<file path="src/rtl/lwce_pkg.sv">
// Package for the LCD window command emitter.
// Types, opcodes and screen limits shared by all lwce modules; no dependencies.
`timescale 1ns / 1ps
`default_nettype none
package lwce_pkg;

   // Screen size; pixel requests outside it are dropped.
   localparam logic [16:0] SCREEN_WIDTH  = 17'd240;
   localparam logic [16:0] SCREEN_HEIGHT = 17'd320;

   // Controller opcodes.
   localparam logic [7:0] OP_COL_SET   = 8'h2A;
   localparam logic [7:0] OP_ROW_SET   = 8'h2B;
   localparam logic [7:0] OP_RAM_WRITE = 8'h2C;

   // Cache value after reset.
   localparam logic [15:0] CACHE_RESET = 16'hFFFF;

   // Classified job, front to back.
   typedef struct packed {
      logic        col_send;
      logic        row_send;
      logic        pixel;
      logic [15:0] c0;
      logic [15:0] c1;
      logic [15:0] r0;
      logic [15:0] r1;
      logic [15:0] colour;
   } job_type;

   // One output byte.
   typedef struct packed {
      logic [7:0] out_byte;
      logic       is_command;
      logic       last;
   } rsp_type;

endpackage
`default_nettype wire

</file>
<file path="src/rtl/lwce_front.sv">
// Front end: accepts requests, computes window ends, checks the cache.
// Depends on lwce_pkg.
`timescale 1ns / 1ps
`default_nettype none
module lwce_front
   import lwce_pkg::*;
(
   input  wire logic               clock,
   input  wire logic               reset,
   input  wire logic               req_valid,
   input  wire logic               req_mode,
   input  wire logic signed [16:0] req_col,
   input  wire logic signed [16:0] req_row,
   input  wire logic [15:0]        req_width,
   input  wire logic [15:0]        req_height,
   input  wire logic [15:0]        req_colour,
   input  wire logic               jq_full,
   output job_type                 jq_data,
   output logic                    jq_push
);

   logic [15:0] col_start_ff, col_end_ff, row_start_ff, row_end_ff;
   logic [15:0] col_start_in, col_end_in, row_start_in, row_end_in;
   logic [15:0] w_eff, h_eff, c0, r0, c1, r1;
   logic        off_screen, accept, col_send, row_send;

   always_comb begin
      c0    = req_col[15:0];
      r0    = req_row[15:0];
      w_eff = req_mode ? 16'd1 : req_width;
      h_eff = req_mode ? 16'd1 : req_height;
      c1    = c0 + (w_eff - 16'd1);
      r1    = r0 + (h_eff - 16'd1);
      // negative or beyond the panel edge
      off_screen = req_mode && (req_col[16] || req_row[16] ||
                   (unsigned'(req_col) >= SCREEN_WIDTH) ||
                   (unsigned'(req_row) >= SCREEN_HEIGHT));
      col_send = (c0 != col_start_ff) || (c1 != col_end_ff);
      row_send = (r0 != row_start_ff) || (r1 != row_end_ff);
      accept   = req_valid && !jq_full;
      jq_push  = accept && !off_screen;

      jq_data.col_send = col_send;
      jq_data.row_send = row_send;
      jq_data.pixel    = req_mode;
      jq_data.c0       = c0;
      jq_data.c1       = c1;
      jq_data.r0       = r0;
      jq_data.r1       = r1;
      jq_data.colour   = req_colour;

      col_start_in = col_start_ff;
      col_end_in   = col_end_ff;
      row_start_in = row_start_ff;
      row_end_in   = row_end_ff;
      if (jq_push) begin
         col_start_in = c0;
         col_end_in   = c1;
         row_start_in = r0;
         row_end_in   = r1;
      end
   end

   always_ff @(posedge clock) begin
      if (reset) begin
         col_start_ff <= CACHE_RESET;
         col_end_ff   <= CACHE_RESET;
         row_start_ff <= CACHE_RESET;
         row_end_ff   <= CACHE_RESET;
      end else begin
         col_start_ff <= col_start_in;
         col_end_ff   <= col_end_in;
         row_start_ff <= row_start_in;
         row_end_ff   <= row_end_in;
      end
   end

endmodule
`default_nettype wire

</file>
<file path="src/rtl/lwce_job_q.sv">
// Two-entry job queue between front and back.
// Depends on lwce_pkg.
`timescale 1ns / 1ps
`default_nettype none
module lwce_job_q
   import lwce_pkg::*;
(
   input  wire logic    clock,
   input  wire logic    reset,
   input  wire logic    push,
   input  wire job_type wr_data,
   input  wire logic    pop,
   output job_type      rd_data,
   output logic         full,
   output logic         empty
);

   job_type     mem_ff [2];
   logic        wr_ptr_ff, wr_ptr_in, rd_ptr_ff, rd_ptr_in;
   logic [1:0]  cnt_ff, cnt_in;

   always_comb begin
      full      = (cnt_ff == 2'd2);
      empty     = (cnt_ff == 2'd0);
      rd_data   = mem_ff[rd_ptr_ff];
      wr_ptr_in = wr_ptr_ff ^ push;
      rd_ptr_in = rd_ptr_ff ^ pop;
      cnt_in    = cnt_ff + {1'b0, push} - {1'b0, pop};
   end

   always_ff @(posedge clock) begin
      if (push) mem_ff[wr_ptr_ff] <= wr_data;
      if (reset) begin
         wr_ptr_ff <= 1'b0;
         rd_ptr_ff <= 1'b0;
         cnt_ff    <= 2'd0;
      end else begin
         wr_ptr_ff <= wr_ptr_in;
         rd_ptr_ff <= rd_ptr_in;
         cnt_ff    <= cnt_in;
      end
   end

endmodule
`default_nettype wire

</file>
<file path="src/rtl/lwce_back.sv">
// Back end: walks each job byte by byte into a two-entry output queue.
// Depends on lwce_pkg.
`timescale 1ns / 1ps
`default_nettype none
module lwce_back
   import lwce_pkg::*;
(
   input  wire logic    clock,
   input  wire logic    reset,
   input  wire job_type jq_data,
   input  wire logic    jq_empty,
   output logic         jq_pop,
   output rsp_type      rsp,
   output logic         rsp_empty,
   input  wire logic    rsp_pop
);

   typedef enum logic [3:0] {
      COL_CMD, COL_SH, COL_SL, COL_EH, COL_EL,
      ROW_CMD, ROW_SH, ROW_SL, ROW_EH, ROW_EL,
      RAM_CMD, PIX_H, PIX_L
   } step_type;

   step_type    step_ff, step_in, step_next, step_first;
   job_type     job_ff, job_in;
   logic        busy_ff, busy_in;
   rsp_type     cur;
   logic        emit, done, load;

   rsp_type     oq_ff [2];
   logic        oq_wr_ff, oq_wr_in, oq_rd_ff, oq_rd_in;
   logic [1:0]  oq_cnt_ff, oq_cnt_in;
   logic        oq_full, oq_pop;

   always_comb begin
      unique case (step_ff)
         COL_CMD: cur = '{OP_COL_SET,       1'b1, 1'b0};
         COL_SH:  cur = '{job_ff.c0[15:8],  1'b0, 1'b0};
         COL_SL:  cur = '{job_ff.c0[7:0],   1'b0, 1'b0};
         COL_EH:  cur = '{job_ff.c1[15:8],  1'b0, 1'b0};
         COL_EL:  cur = '{job_ff.c1[7:0],   1'b0, 1'b0};
         ROW_CMD: cur = '{OP_ROW_SET,       1'b1, 1'b0};
         ROW_SH:  cur = '{job_ff.r0[15:8],  1'b0, 1'b0};
         ROW_SL:  cur = '{job_ff.r0[7:0],   1'b0, 1'b0};
         ROW_EH:  cur = '{job_ff.r1[15:8],  1'b0, 1'b0};
         ROW_EL:  cur = '{job_ff.r1[7:0],   1'b0, 1'b0};
         RAM_CMD: cur = '{OP_RAM_WRITE,     1'b1, !job_ff.pixel};
         PIX_H:   cur = '{job_ff.colour[15:8], 1'b0, 1'b0};
         PIX_L:   cur = '{job_ff.colour[7:0],  1'b0, 1'b1};
         default: cur = '{OP_RAM_WRITE,     1'b1, 1'b1};
      endcase

      unique case (step_ff)
         COL_CMD: step_next = COL_SH;
         COL_SH:  step_next = COL_SL;
         COL_SL:  step_next = COL_EH;
         COL_EH:  step_next = COL_EL;
         COL_EL:  step_next = job_ff.row_send ? ROW_CMD : RAM_CMD;
         ROW_CMD: step_next = ROW_SH;
         ROW_SH:  step_next = ROW_SL;
         ROW_SL:  step_next = ROW_EH;
         ROW_EH:  step_next = ROW_EL;
         ROW_EL:  step_next = RAM_CMD;
         RAM_CMD: step_next = PIX_H;
         PIX_H:   step_next = PIX_L;
         default: step_next = RAM_CMD;
      endcase

      step_first = jq_data.col_send ? COL_CMD :
                   jq_data.row_send ? ROW_CMD : RAM_CMD;

      oq_full = (oq_cnt_ff == 2'd2);
      emit    = busy_ff && !oq_full;
      done    = emit && cur.last;
      load    = !jq_empty && (!busy_ff || done);
      jq_pop  = load;

      busy_in = busy_ff;
      job_in  = job_ff;
      step_in = step_ff;
      if (load) begin
         busy_in = 1'b1;
         job_in  = jq_data;
         step_in = step_first;
      end else if (done) begin
         busy_in = 1'b0;
      end else if (emit) begin
         step_in = step_next;
      end

      rsp_empty = (oq_cnt_ff == 2'd0);
      rsp       = oq_ff[oq_rd_ff];
      oq_pop    = rsp_pop && !rsp_empty;
      oq_wr_in  = oq_wr_ff ^ emit;
      oq_rd_in  = oq_rd_ff ^ oq_pop;
      oq_cnt_in = oq_cnt_ff + {1'b0, emit} - {1'b0, oq_pop};
   end

   always_ff @(posedge clock) begin
      job_ff <= job_in;
      if (emit) oq_ff[oq_wr_ff] <= cur;
      if (reset) begin
         busy_ff   <= 1'b0;
         step_ff   <= RAM_CMD;
         oq_wr_ff  <= 1'b0;
         oq_rd_ff  <= 1'b0;
         oq_cnt_ff <= 2'd0;
      end else begin
         busy_ff   <= busy_in;
         step_ff   <= step_in;
         oq_wr_ff  <= oq_wr_in;
         oq_rd_ff  <= oq_rd_in;
         oq_cnt_ff <= oq_cnt_in;
      end
   end

endmodule
`default_nettype wire

</file>
<file path="src/rtl/lcd_window_command_emitter_top.sv">
// Top level of the LCD window command emitter.
// Depends on lwce_pkg, lwce_front, lwce_job_q and lwce_back.
//
//   Channel   Handshake          Payload
//   request   push / full        req_mode, req_col, req_row, req_width,
//                                req_height, req_colour
//   response  empty / pop        rsp_out_byte, rsp_is_command, rsp_last
//
// Each request that is not dropped becomes 1 to 13 response bytes; the back
// end produces one byte per cycle while its output queue has room.
// Dropped off-screen pixels never reach the job queue or the back end.
// With the back end idle, the first byte of a request passes through the job
// queue, the back end's job register and the output queue to the response ports.
// Synchronous active-high reset empties both queues and sets the window
// cache to all ones. Either side may stall freely; the job queue lets the
// front keep taking requests while the back waits on pop.
`timescale 1ns / 1ps
`default_nettype none
module lcd_window_command_emitter_top
   import lwce_pkg::*;
(
   input  wire logic               clock,
   input  wire logic               reset,
   // request side
   input  wire logic               push,
   output logic                    full,
   input  wire logic               req_mode,
   input  wire logic signed [16:0] req_col,
   input  wire logic signed [16:0] req_row,
   input  wire logic [15:0]        req_width,
   input  wire logic [15:0]        req_height,
   input  wire logic [15:0]        req_colour,
   // response side
   output logic                    empty,
   input  wire logic               pop,
   output logic [7:0]              rsp_out_byte,
   output logic                    rsp_is_command,
   output logic                    rsp_last
);

   job_type  jq_wr_data, jq_rd_data;
   logic     jq_push, jq_pop, jq_full, jq_empty;
   rsp_type  rsp;

   // Front: window math and cache compare happen in the transfer cycle,
   // so the cache always reflects every request already passed to the job queue.
   lwce_front u_front (
      .clock      (clock),
      .reset      (reset),
      .req_valid  (push),
      .req_mode   (req_mode),
      .req_col    (req_col),
      .req_row    (req_row),
      .req_width  (req_width),
      .req_height (req_height),
      .req_colour (req_colour),
      .jq_full    (jq_full),
      .jq_data    (jq_wr_data),
      .jq_push    (jq_push)
   );

   lwce_job_q u_job_q (
      .clock   (clock),
      .reset   (reset),
      .push    (jq_push),
      .wr_data (jq_wr_data),
      .pop     (jq_pop),
      .rd_data (jq_rd_data),
      .full    (jq_full),
      .empty   (jq_empty)
   );

   // Back: byte sequencer plus output queue.
   lwce_back u_back (
      .clock     (clock),
      .reset     (reset),
      .jq_data   (jq_rd_data),
      .jq_empty  (jq_empty),
      .jq_pop    (jq_pop),
      .rsp       (rsp),
      .rsp_empty (empty),
      .rsp_pop   (pop)
   );

   assign full           = jq_full;
   assign rsp_out_byte   = rsp.out_byte;
   assign rsp_is_command = rsp.is_command;
   assign rsp_last       = rsp.last;

endmodule
`default_nettype wire

</file>
<file path="config.mk">
export PLATFORM = sky130hd
export DESIGN_NAME = lcd_window_command_emitter_top
export DESIGN_NICKNAME = d
export VERILOG_FILES = /design/src/rtl/lwce_pkg.sv /design/src/rtl/lwce_front.sv /design/src/rtl/lwce_job_q.sv /design/src/rtl/lwce_back.sv /design/src/rtl/lcd_window_command_emitter_top.sv
export SDC_FILE = /design/constraint.sdc
export NUM_CORES = 1
export LEC_CHECK = 0
export BUFFER_PORTS_ARGS = -buffer_cell sky130_fd_sc_hd__buf_2
export CAP_MARGIN = 15
export CORE_ASPECT_RATIO = 1.1
export CORE_UTILIZATION = 68
export CTS_BUF_LIST = sky130_fd_sc_hd__clkbuf_2 sky130_fd_sc_hd__clkbuf_4 sky130_fd_sc_hd__clkbuf_8
export DETAILED_ROUTE_END_ITERATION = 8
export HOLD_SLACK_MARGIN = 0.06
export PLACE_DENSITY = 0.88
export RECOVER_POWER = 100
export SYNTH_ARGS = -nofsm -noshare
export SYNTH_HDL_FRONTEND = slang
export SYNTH_SLANG_ARGS = --single-unit
</file>
<file path="constraint.sdc">
create_clock -name clock -period 16.58 [get_ports clock]
set_input_delay 1.658 -clock clock [delete_from_list [all_inputs] [get_ports clock]]
set_output_delay 1.658 -clock clock [all_outputs]
set_load 0.03 [all_outputs]
</file>
=== Word level (Yosys, flattened, before mapping) ===
Memories as Yosys holds them, arrays and structs flattened. A register that Yosys moved wholly into a read port is not among the register bits.
Cells that the tools add are included.

* Register bits: 159
* RAM bits: 186
* Bits of input ports: 87
* Output and inout port bits: 12
* Logic and storage cells: 98
* Memories: 2

{| class="wikitable"
|+ Memory list
! memory !! words !! bits a word !! rd ports !! clocked after Yosys merged registers in !! wr ports !! line !! source
|-
| u_job_q.mem_ff || 2 || 83 || 1 || 1 || 1 || lwce_job_q.sv:18 || <nowiki>job_type mem_ff [2];</nowiki>
|-
| u_back.oq_ff || 2 || 10 || 1 || 1 || 1 || lwce_back.sv:30 || <nowiki>rsp_type oq_ff [2];</nowiki>
|}

* Add/subtract/negate cells: 8
* Order comparisons: 2
* Eq/ne operators: 19
* Multiplexer cells: 18
* Bitwise operators: 4
* Reduce and logical (&&, ||, !) cells: 26

{| class="wikitable"
|+ Operators by type and width
! operator !! count
|-
| case mux 10 bit (13 select lines) || 1
|-
| inequality test 16 bit || 4
|-
| case mux 4 bit (11 select lines) || 1
|-
| adder 16 bit || 2
|-
| 2-to-1 mux 16 bit || 2
|-
| subtractor 16 x 1 -> 16 bit (second input constant) || 2
|-
| 2-to-1 mux 4 bit || 6
|-
| equality test 4 bit (second input constant) || 5
|-
| >= comparator 17 x 8 -> 1 bit (second input constant) || 1
|-
| >= comparator 17 x 9 -> 1 bit (second input constant) || 1
|-
| equality test 4 x 3 -> 1 bit (second input constant) || 4
|-
| equality test 4 x 2 -> 1 bit (second input constant) || 2
|-
| 2-to-1 mux 1 bit || 8
|-
| logical AND 1 bit || 7
|-
| logical NOT 1 bit || 7
|-
| logical OR 1 bit || 6
|-
| adder 2 x 1 -> 2 bit || 2
|-
| equality test 2 bit (second input constant) || 2
|-
| equality test 4 x 1 -> 1 bit (second input constant) || 1
|-
| logical NOT 2 bit || 2
|-
| logical NOT 4 bit || 1
|-
| nonzero test 2 bit || 2
|-
| subtractor 2 x 1 -> 2 bit || 2
|-
| XOR 1 bit || 4
|-
| other kinds (2) || 2
|}

=== Depth between registers and ports, before layout ===
Gate-level depths: netlist (run 1).

* Word-level depth: 8
* Mapped depth: 15

=== Hierarchy ===
A second synthesis (run 1) with hierarchy kept.

* Cell total of the unflattened synthesis: 1400
* Area total of the unflattened synthesis: 17018.8 um2

{| class="wikitable"
|+ Modules (own cells, without submodules)
! module !! times used !! cells an instance !! area each (um2) !! sequential area each (um2)
|-
| lwce_job_q || 1 || 277 || 6433.7 || 5064.9
|-
| lwce_front || 1 || 803 || 6015.8 || 1281.2
|-
| lwce_back || 1 || 320 || 4569.4 || 3243.1
|}

=== Worst setup path after synthesis (run 1) ===
No wires, ideal clock.

* Path type: register to register
* Start: reg u_back.step_ff[2]
* End: reg u_job_q.cnt_ff[1]
* Setup time: 0.128 ns
* Arrival time: 6.454 ns
* Required time: 16.452 ns
* Slack: 9.999 ns
* Cell stages (with the launch flop): 11
* Path buffers: 1
* Period minus slack after synthesis: 6.581 ns
* Cell sequence: dfxtp_1 -> clkbuf_1 -> o21ai_0 -> nand2b_1 -> a21oi_1 -> ha_1 -> inv_1 -> ha_1 -> xor2_1 -> xnor2_1 -> nor2_1

* Word-level cells in the longest chain between the ends: 6

{| class="wikitable"
|+ RTL lines
! what !! line !! source
|-
| start, declared || lwce_back.sv:24 || <nowiki>step_type step_ff, step_in, step_next, step_first;</nowiki>
|-
| start signal, assigned || lwce_back.sv:110 || <nowiki>step_ff <= step_in;</nowiki>
|-
| equality test 4 bit, or another cell as far along || lwce_back.sv:36 || <nowiki>unique case (step_ff)</nowiki>
|-
| case mux 10 bit (13 select lines) * || lwce_back.sv:36 ||
|-
| logical AND 1 bit * || lwce_back.sv:74 || <nowiki>done = emit && cur.last;</nowiki>
|-
| logical OR 1 bit * || lwce_back.sv:75 || <nowiki>load = !jq_empty && (!busy_ff || done);</nowiki>
|-
| logical AND 1 bit * || lwce_back.sv:75 ||
|-
| via jq_pop || lcd_window_command_emitter_top.sv:42 || <nowiki>logic jq_push, jq_pop, jq_full, jq_empty;</nowiki>
|-
| subtractor 2 x 1 -> 2 bit * || lwce_job_q.sv:28 || <nowiki>cnt_in = cnt_ff + {1'b0, push} - {1'b0, pop};</nowiki>
|-
| end signal, assigned || lwce_job_q.sv:40 || <nowiki>cnt_ff <= cnt_in;</nowiki>
|-
| end, declared || lwce_job_q.sv:20 || <nowiki>logic [1:0] cnt_ff, cnt_in;</nowiki>
|}

The timed path passes the listed nets; every way through them passes the cells marked *.
A chain may end at the register's enable or synchronous reset.

=== Worst setup path in the final report (run 1) ===
* Start: in req_col[8]
* End: mem u_job_q.mem_ff[0][74] (netlist bit), enable pin

* Word-level cells in the longest chain between the ends: 8

{| class="wikitable"
|+ RTL lines
! what !! line !! source
|-
| start, declared || lcd_window_command_emitter_top.sv:28 || <nowiki>input wire logic signed [16:0] req_col,</nowiki>
|-
| >= comparator 17 x 8 -> 1 bit || lwce_front.sv:36 || <nowiki>(unsigned'(req_col) >= SCREEN_WIDTH) ||</nowiki>
|-
| logical OR 1 bit || lwce_front.sv:35 || <nowiki>off_screen = req_mode && (req_col[16] || req_row[16] ||</nowiki>
|-
| logical OR 1 bit || lwce_front.sv:36 ||
|-
| logical AND 1 bit || lwce_front.sv:35 ||
|-
| logical NOT 1 bit || lwce_front.sv:41 || <nowiki>jq_push = accept && !off_screen;</nowiki>
|-
| logical AND 1 bit || lwce_front.sv:41 ||
|-
| 2-to-1 mux 1 bit || lwce_job_q.sv:32 || <nowiki>if (push) mem_ff[wr_ptr_ff] <= wr_data;</nowiki>
|-
| 2-to-1 mux 1 bit (implied by the code) || lwce_job_q.sv:32 ||
|-
| end, declared || lwce_job_q.sv:18 ||
|}

Every way passes these cells.

==> results of run 1 <==
[sequential cells by signal, summed over array words and instances, names as in the netlist]
register / count
u_front.col_end_ff: 16
u_back.oq_ff: 20
u_back.step_ff: 4
u_front.row_start_ff: 16
u_job_q.mem_ff: 166
u_back.oq_rd_ff: 1
u_job_q.wr_ptr_ff: 1
u_back.busy_ff: 1
u_back.oq_cnt_ff: 2
u_back.oq_wr_ff: 1
u_front.row_end_ff: 16
u_front.col_start_ff: 16
u_back.job_ff: 82
u_job_q.cnt_ff: 2
u_job_q.rd_ptr_ff: 1
[through the flow]
stage	power (W)	instances	instance area, sq um
floorplan	0.00179	1329	16200
global route	0.00286	1776	17900
global placement	0.00199	1676	16900
CTS	0.00274	1774	18000
detailed placement	0.00202	1676	16900
finish	0.00275	1776	17900
[layout make-up]
type	count	area, sq um	area share [%]
clock inverter	28	198	1.11
inverter	122	458	2.56
timing repair buffer	109	475	2.66
clock buffer	70	888	4.98
tap	300	375	2.10
multi-input combinational	802	5870	32.9
sequential	345	9590	53.7
[worst paths after layout]
kind              slack, ns                                  end  cells past startpoint
setup reg to reg       7.78      u_job_q.mem_ff[0][74]$_DFFE_PP_                      8
hold / removal         0.48  u_front.row_end_ff[13]$_SDFFE_PP1P_                      2
hold reg to reg        0.48  u_front.row_end_ff[13]$_SDFFE_PP1P_                      2
setup / recovery       6.19      u_job_q.mem_ff[0][74]$_DFFE_PP_                     10
[worst max-delay path, stage by stage]
cell	delay [ns]
sky130_fd_sc_hd__clkbuf_1	0.16
sky130_fd_sc_hd__nor4_1	0.61
sky130_fd_sc_hd__nand4_1	0.15
sky130_fd_sc_hd__o21ai_0	0.20
sky130_fd_sc_hd__nand3_1	1.28
sky130_fd_sc_hd__clkbuf_1	1.21
sky130_fd_sc_hd__inv_1	0.74
sky130_fd_sc_hd__clkbuf_1	0.77
sky130_fd_sc_hd__ha_1	1.45
sky130_fd_sc_hd__clkbuf_1	2.20
[synthesized netlist by cell type (5+ instances only)]
cell / n
sky130_fd_sc_hd__a21oi_1: 40
sky130_fd_sc_hd__o211ai_1: 40
sky130_fd_sc_hd__and3_1: 8
sky130_fd_sc_hd__a31oi_1: 8
sky130_fd_sc_hd__nor2b_1: 5
sky130_fd_sc_hd__edfxtp_1: 268
sky130_fd_sc_hd__xnor2_1: 46
sky130_fd_sc_hd__o221ai_1: 7
sky130_fd_sc_hd__a311oi_1: 5
sky130_fd_sc_hd__o21ai_0: 34
sky130_fd_sc_hd__nor2_1: 70
sky130_fd_sc_hd__mux2i_1: 8
sky130_fd_sc_hd__nand4_1: 9
sky130_fd_sc_hd__nor4_1: 13
sky130_fd_sc_hd__nand3_1: 31
sky130_fd_sc_hd__inv_1: 121
sky130_fd_sc_hd__clkbuf_1: 56
sky130_fd_sc_hd__nand2b_1: 33
sky130_fd_sc_hd__nand2_1: 129
sky130_fd_sc_hd__nor3_1: 15
sky130_fd_sc_hd__a22oi_1: 6
sky130_fd_sc_hd__a32oi_1: 8
sky130_fd_sc_hd__mux2_2: 99
sky130_fd_sc_hd__ha_1: 66
sky130_fd_sc_hd__dfxtp_1: 77
sky130_fd_sc_hd__xor2_1: 45
[layout by cell type (no fill, tap or decap), types with 31 or more instances in the layout]
cell type                  instances
sky130_fd_sc_hd__a21oi_1          40
sky130_fd_sc_hd__buf_2            44
sky130_fd_sc_hd__clkbuf_1         62
sky130_fd_sc_hd__clkbuf_8         58
sky130_fd_sc_hd__dfxtp_1          77
sky130_fd_sc_hd__edfxtp_1        268
sky130_fd_sc_hd__ha_1             66
sky130_fd_sc_hd__inv_1           121
sky130_fd_sc_hd__mux2_2           79
sky130_fd_sc_hd__nand2_1         129
sky130_fd_sc_hd__nand2b_1         33
sky130_fd_sc_hd__nand3_1          31
sky130_fd_sc_hd__nor2_1           70
sky130_fd_sc_hd__o211ai_1         40
sky130_fd_sc_hd__o21ai_0          34
sky130_fd_sc_hd__xnor2_1          46
sky130_fd_sc_hd__xor2_1           45
[report_power, final]
part	leakage (nW)	internal (W)	switching, W	total [W]
combinational	3.16	0.000272	0.000477	0.000749
clock	0.566	0.000384	0.000335	0.000720
sequential	3.11	0.00118	0.0000994	0.00128
[per-layer routing]
layer | up-vias | GRT usage (%) | routed length [um]
met1 | 5301 | 43.3 | 15500
met4 | 0 | 13.6 | 1650
li1 | 5003 | - | -
met5 | - | 0 | 0
met3 | 118 | 5.56 | 2950
met2 | 560 | 53.3 | 18600
[kinds of logic (layout without fill, tap and decap cells)]
family	count (synthesis)	in the layout	share of synthesized area [%]
DFF	345	345	59.4
and+or+nand+nor	325	325	9.23
AOI/OAI and AO/OA	206	206	8.88
buffers and inverters	182	329	4.27
muxes	108	108	7.49
xor gates and xnor gates	95	95	5.41
adders and majority gates	68	68	5.36
==> qor.json, run 1 <==
{
  "dr.first_iter.drc_count": {"value": 1201},
  "first_pass_grt_wire_length": {"value": 59.1, "unit": "mm"},
  "hold_path.startpoint": {"value": "u_front.row_end_ff[13]$_SDFFE_PP1P_"},
  "cp-end-kind": {"value": "register"},
  "clkSinkCount": {"value": 345},
  "ys_top_cells_by_area": {"value": "sky130_fd_sc_hd__edfxtp_1 50%, sky130_fd_sc_hd__dfxtp_1 9.5%, sky130_fd_sc_hd__mux2_2 6.9%"},
  "critPathLaunchType": {"value": "input port"},
  "timing.final.crit_period": {"value": 10.39, "unit": "ns"},
  "worstSetupStartpoint": {"value": "req_col[8]"},
  "chipWidth": {"value": 149, "unit": "um"},
  "slew_violations": {"value": 494},
  "n_fill_cell": {"value": 1433},
  "fin_tns_setup": {"value": 0, "unit": "ns"},
  "dr_vias": {"value": 10982},
  "layout_worst_path_cycle_share": {"value": 62.6, "unit": "%"},
  "mappedNetlistNets": {"value": 1484},
  "ys_seq_area_share": {"value": 59.4, "unit": "%"},
  "gr-usage-all-layers": {"value": 32.6, "unit": "%"},
  "post_cts_buffers": {"value": 0},
  "gr-total-overflow": {"value": 0},
  "cts_root_buf": {"value": "sky130_fd_sc_hd__clkbuf_8"},
  "result_of_the_run": {"value": "finished, violations left"},
  "yosysWarnings": {"value": 0},
  "r2r-start": {"value": "u_job_q.cnt_ff[0]$_SDFF_PP0_"},
  "final-setup-viol-count": {"value": 0},
  "max_clock_freq": {"value": 96.3, "unit": "MHz"},
  "crit_required": {"value": 16.69, "unit": "ns"},
  "worst_setup_path_class": {"value": "input port to register"},
  "tritoncts": {"value": "done"},
  "worst-path-max-fanout": {"value": 53},
  "final_antenna_net_count": {"value": 0},
  "hold_violations": {"value": 0},
  "cts_inserted_buffers": {"value": 53},
  "i_o_pin_count": {"value": 99},
  "core": {"value": 23100, "unit": "sq um"},
  "tightest_slew": {"value": 3.67, "unit": "ns"},
  "antenna_cells_inserted": {"value": 0},
  "die_h": {"value": 164, "unit": "um"},
  "synthesis.area": {"value": 16200, "unit": "sq um"},
  "htree_levels": {"value": 2},
  "grt_setup_unrepaired": {"value": "false"},
  "worst_hold_slack": {"value": 0.479, "unit": "ns"},
  "routed_wirelength": {"value": 38.7, "unit": "mm"},
  "share_of_cells_above_drive_strength_1": {"value": 15.5, "unit": "%"},
  "yosysTopAreaCellShare": {"value": 49.8, "unit": "%"},
  "worst_setup_hold_path_clk_slew": {"value": 0.07, "unit": "ns"},
  "synth-seq-cells": {"value": 345},
  "core.rowCount": {"value": 58},
  "drt-wirelength-per-cell": {"value": 21.8, "unit": "um"},
  "hold_buffers_post_cts": {"value": 0},
  "via_count_of_the_first_global_routing_pass": {"value": 10623},
  "detailed_router_iteration_count_before_antenna_repair": {"value": 5},
  "route.detailed.vias_per_inst": {"value": 6.18},
  "maxCapViolations": {"value": 11},
  "fin_util": {"value": 77.4, "unit": "%"},
  "port_buffers": {"value": 98},
  "synth_enable_flop_cells": {"value": 268},
  "drc": {"value": 0},
  "leakage_power_of_the_design": {"value": 6.84, "unit": "nW"},
  "worst_clock_skew": {"value": 0.0217, "unit": "ns"},
  "dpl.hpwl": {"value": 25.4, "unit": "mm"},
  "syn_area_per_cell": {"value": 12.2, "unit": "sq um"},
  "clk-insertion-delay-late": {"value": 0.59, "unit": "ns"},
  "arrival": {"value": 10.50, "unit": "ns"},
  "final_critical_path_setup_slack": {"value": 6.19, "unit": "ns"},
  "gpl_congestion": {"value": 0.975},
  "synthCells": {"value": 1329},
  "cts_repair_resize_count": {"value": 0},
  "number_of_antenna_violations_at_the_first_check_in_global_routing": {"value": 0},
  "post_synthesis_cell_type_with_the_largest_combined_area": {"value": "sky130_fd_sc_hd__edfxtp_1"},
  "post_synthesis_cell_type_count": {"value": 67},
  "ffs_w_async_s_r_synth": {"value": 0, "unit": "%"},
  "place_worst_setup_slack": {"value": 10.05, "unit": "ns"},
  "failed_checks": {"value": "max-capacitance violations, max-slew violations"},
  "design.die.area": {"value": 24400, "unit": "sq um"},
  "irDropWorstVdd": {"value": 109, "unit": "uV"},
  "worstHoldPathType": {"value": "register to register"},
  "area.growth.synth_to_final": {"value": 10.5, "unit": "%"},
  "cts.path.max_buffers": {"value": 3},
  "num-nets-final": {"value": 1588},
  "grt_start_max_net_pins": {"value": 102},
  "synth_flop_cell": {"value": "sky130_fd_sc_hd__edfxtp_1"},
  "power.density": {"value": 154, "unit": "nW/um^2"},
  "starting_density_of_the_core": {"value": 70.0, "unit": "%"},
  "timing.slew.headroom": {"value": -145, "unit": "%"}
}
Note: power is estimated with default switching activity, not from simulation.
==> run 2, diff against run 1 <==
--- a/config.mk
+++ b/config.mk
@@ -8,11 +8,11 @@
 export BUFFER_PORTS_ARGS = -buffer_cell sky130_fd_sc_hd__buf_2
 export CAP_MARGIN = 15
 export CORE_ASPECT_RATIO = 1.1
-export CORE_UTILIZATION = 68
+export CORE_UTILIZATION = 63
 export CTS_BUF_LIST = sky130_fd_sc_hd__clkbuf_2 sky130_fd_sc_hd__clkbuf_4 sky130_fd_sc_hd__clkbuf_8
 export DETAILED_ROUTE_END_ITERATION = 8
 export HOLD_SLACK_MARGIN = 0.06
-export PLACE_DENSITY = 0.88
+export PLACE_DENSITY = 0.82
 export RECOVER_POWER = 100
 export SYNTH_ARGS = -nofsm -noshare
 export SYNTH_HDL_FRONTEND = slang
==> constraint.sdc (replaced) <==
create_clock -name clock -period 10.6 [get_ports clock]
set_input_delay 1.06 -clock clock [delete_from_list [all_inputs] [get_ports clock]]
set_output_delay 1.06 -clock clock [all_outputs]
set_load 0.03 [all_outputs]
==> run 2 against run 1 <==
Compared with the run above:
- the flow still finishes with violations (max-capacitance violations, max-slew violations)
- setup slack got worse by 2.8 ns
- cell count rose by 2.4%
- count of clock-buffer cells in the layout rose by 9
- power rose by 58%
- sequential share of layout area fell by 0.53 points
- sequential power rose by 55%
- die area rose by 7.8%
- clock power rose by 67%
- wire length fell by 6.5%
- combinational power rose by 55%
- non-clock buffer count did not move
- utilization fell by 6.0 points
- highest routed layer unchanged
==> qor.json, run 2 (synthesis results as in run 1) <==
{
  "result_of_the_run": {"value": "finished, violations left"},
  "failed_checks": {"value": "max-capacitance violations, max-slew violations"},
  "worstHoldPathType": {"value": "register to register"},
  "post_cts_buffers": {"value": 0},
  "cp-end-kind": {"value": "register"},
  "area.growth.synth_to_final": {"value": 11.6, "unit": "%"},
  "n_fill_cell": {"value": 1703},
  "critPathLaunchType": {"value": "input port"},
  "core": {"value": 25300, "unit": "sq um"},
  "netSwitchingFraction": {"value": 31.8, "unit": "%"},
  "final_cells": {"value": 1819},
  "worst_setup_hold_path_clk_slew": {"value": 0.06, "unit": "ns"},
  "fin_tns_setup": {"value": 0, "unit": "ns"},
  "timing.final.crit_period": {"value": 7.19, "unit": "ns"},
  "tightest_slew": {"value": 4.33, "unit": "ns"},
  "via_count_of_the_first_global_routing_pass": {"value": 9988},
  "cp_common_cell": {"value": "sky130_fd_sc_hd__clkbuf_1"},
  "gr-total-overflow": {"value": 0},
  "core.rowCount": {"value": 61},
  "cts_inserted_buffers": {"value": 51},
  "arrival": {"value": 7.32, "unit": "ns"},
  "crit_required": {"value": 10.73, "unit": "ns"},
  "grt_start_max_net_pins": {"value": 101},
  "final_design_area_no_fill": {"value": 18000, "unit": "sq um"},
  "grt_setup_unrepaired": {"value": "false"},
  "antenna_cells_inserted": {"value": 0},
  "timing.slew.headroom": {"value": -189, "unit": "%"},
  "slew_violations": {"value": 443},
  "port_buffers": {"value": 98},
  "cellInternalPower": {"value": 0.00297, "unit": "W"},
  "irDropWorstVdd": {"value": 121, "unit": "uV"},
  "design.die.area": {"value": 26300, "unit": "sq um"},
  "comb_power_share": {"value": 26.7, "unit": "%"},
  "place_worst_setup_slack": {"value": 5.62, "unit": "ns"},
  "gr-usage-all-layers": {"value": 27.6, "unit": "%"},
  "hold_buffers_post_cts": {"value": 0},
  "chipWidth": {"value": 155, "unit": "um"},
  "power_frac_seq": {"value": 45.7, "unit": "%"},
  "worst_clock_skew": {"value": 0.0201, "unit": "ns"},
  "maxCapViolations": {"value": 9},
  "seqCellArea": {"value": 9590, "unit": "sq um"},
  "largest_registers": {"value": "u_job_q.mem_ff (166), u_back.job_ff (82), u_back.oq_ff (20)"},
  "gpl_congestion": {"value": 0.934},
  "hold_path.startpoint": {"value": "u_front.col_end_ff[8]$_SDFFE_PP1P_"},
  "register_ranked_first_by_flip_flop_count": {"value": "u_job_q.mem_ff"},
  "post_dp_cell_area": {"value": 17000, "unit": "sq um"},
  "power_switching": {"value": 0.00139, "unit": "W"},
  "layout_worst_path_cycle_share": {"value": 67.9, "unit": "%"},
  "worst_path_max_delay_cell": {"value": "sky130_fd_sc_hd__clkbuf_1"},
  "routed_wirelength": {"value": 36.2, "unit": "mm"},
  "multi_input_area": {"value": 5890, "unit": "sq um"},
  "die_h": {"value": 170, "unit": "um"},
  "cts_repair_resize_count": {"value": 0},
  "num-nets-final": {"value": 1586},
  "commonest_cells_after_routing_fill_and_taps_aside": {"value": "268 x sky130_fd_sc_hd__edfxtp_1, 129 x sky130_fd_sc_hd__nand2_1, 121 x sky130_fd_sc_hd__inv_1"},
  "i_o_pin_count": {"value": 99},
  "route.detailed.vias_per_inst": {"value": 5.85},
  "number_of_antenna_violations_at_the_first_check_in_global_routing": {"value": 0},
  "final_antenna_net_count": {"value": 0},
  "hold_violations": {"value": 0},
  "first_pass_grt_wire_length": {"value": 54.6, "unit": "mm"},
  "share_of_total_power_in_the_clock_network": {"value": 27.6, "unit": "%"},
  "worst_setup_path_class": {"value": "input port to register"},
  "cts_root_buf": {"value": "sky130_fd_sc_hd__clkbuf_8"},
  "path_cells": {"value": "clkbuf_1, nor4_1, nand4_1, o21ai_0, nand3_4, inv_1, clkbuf_1, ha_1, clkbuf_1"},
  "dr_vias": {"value": 10641},
  "final_critical_path_setup_slack": {"value": 3.41, "unit": "ns"},
  "cp_slowest_stage_delay": {"value": 1.85, "unit": "ns"},
  "detailed_router_iteration_count_before_antenna_repair": {"value": 6},
  "worstSetupStartpoint": {"value": "req_row[11]"},
  "share_of_cells_above_drive_strength_1": {"value": 16.2, "unit": "%"},
  "htree_levels": {"value": 2},
  "largest_register_ffs": {"value": 166},
  "drc": {"value": 0},
  "r2r-start": {"value": "u_back.step_ff[3]$_SDFFE_PP1P_"},
  "most_common_cell_after_layout_fill_and_taps_aside": {"value": "sky130_fd_sc_hd__edfxtp_1"},
  "final-setup-viol-count": {"value": 0},
  "starting_density_of_the_core": {"value": 63.9, "unit": "%"},
  "leakage_power_of_the_design": {"value": 6.88, "unit": "nW"},
  "worst-path-max-fanout": {"value": 44},
  "power.density": {"value": 242, "unit": "nW/um^2"},
  "post-place-cells": {"value": 1724},
  "tritoncts": {"value": "done"},
  "max_clock_freq": {"value": 139, "unit": "MHz"},
  "fin_util": {"value": 71.4, "unit": "%"},
  "cts.path.max_buffers": {"value": 3},
  "dr.first_iter.drc_count": {"value": 914},
  "clk-insertion-delay-late": {"value": 0.57, "unit": "ns"},
  "drt-wirelength-per-cell": {"value": 19.9, "unit": "um"},
  "dpl.hpwl": {"value": 25.1, "unit": "mm"},
  "clkSinkCount": {"value": 345}
}
==> run 2: changes by cell type in the layout (fill, tap and decap cells not counted), sizes merged <==
cell	before	now
clkinv	20	8
clkbuf	132	143
buf	47	45
bufinv	2	4
clkinvlp	4	3
inv	124	123
==> run 2: metal layers <==
| layer | track usage [%] | share of wire, % | vias up |
|---|---|---|---|
| li1 | - | - | 4995 |
| met1 | 36.8 | 42 | 5083 |
| met2 | 45.4 | 48 | 476 |
| met3 | 4.58 | 7.3 | 87 |
| met4 | 10.8 | 3.5 | 0 |
| met5 | 0 | 0 | - |
==> run 2: path summary, 6_finish.rpt <==
check | slack, ns | depth (start not counted) | end
worst max-delay path | 3.41 | 9 | u_job_q.mem_ff[1][15]$_DFFE_PP_
worst min-delay path | 0.47 | 2 | u_front.col_end_ff[8]$_SDFFE_PP1P_
worst max register to register | 3.76 | 9 | u_back.step_ff[1]$_SDFFE_PP1P_
worst min register to register | 0.47 | 2 | u_front.col_end_ff[8]$_SDFFE_PP1P_
==> run 2: worst max-delay path: cells and delay by family <==
kind | cells | cell delay, ns
compound gates | 1 | 0.32
fa+ha+maj | 1 | 1.67
buf+inv | 4 | 3.23
simple gates | 3 | 1.00
==> run 2: power by group through the flow <==
stage / clock network (W) / logic [W] / registers [W]
final: 0.00120 / 0.00116 / 0.00199
after global routing: 0.00127 / 0.00126 / 0.00201
after CTS: 0.00122 / 0.00116 / 0.00198
after detailed placement: 0 / 0.00115 / 0.00201
after global placement: 0 / 0.00112 / 0.00200
after floorplan: 0 / 0.000862 / 0.00193
==> run 2: cell type report <==
cell class	count	share of cell area (%)
sequential	345	53.2
multi-input combinational	802	32.7
clock buffer	79	5.47
timing repair buffer	109	2.62
inverter	122	2.54
tap	346	2.40
clock inverter	16	1.10
==> run 2: stage by stage <==
step | hold slack, ns | total power, W
5_1_grt | 0.507 | 0.00454
3_5_place_dp | 0.460 | 0.00315
6_report | 0.472 | 0.00436
4_1_cts | 0.476 | 0.00435
3_3_place_gp | 0.453 | 0.00312
2_1_floorplan | 0.439 | 0.00280
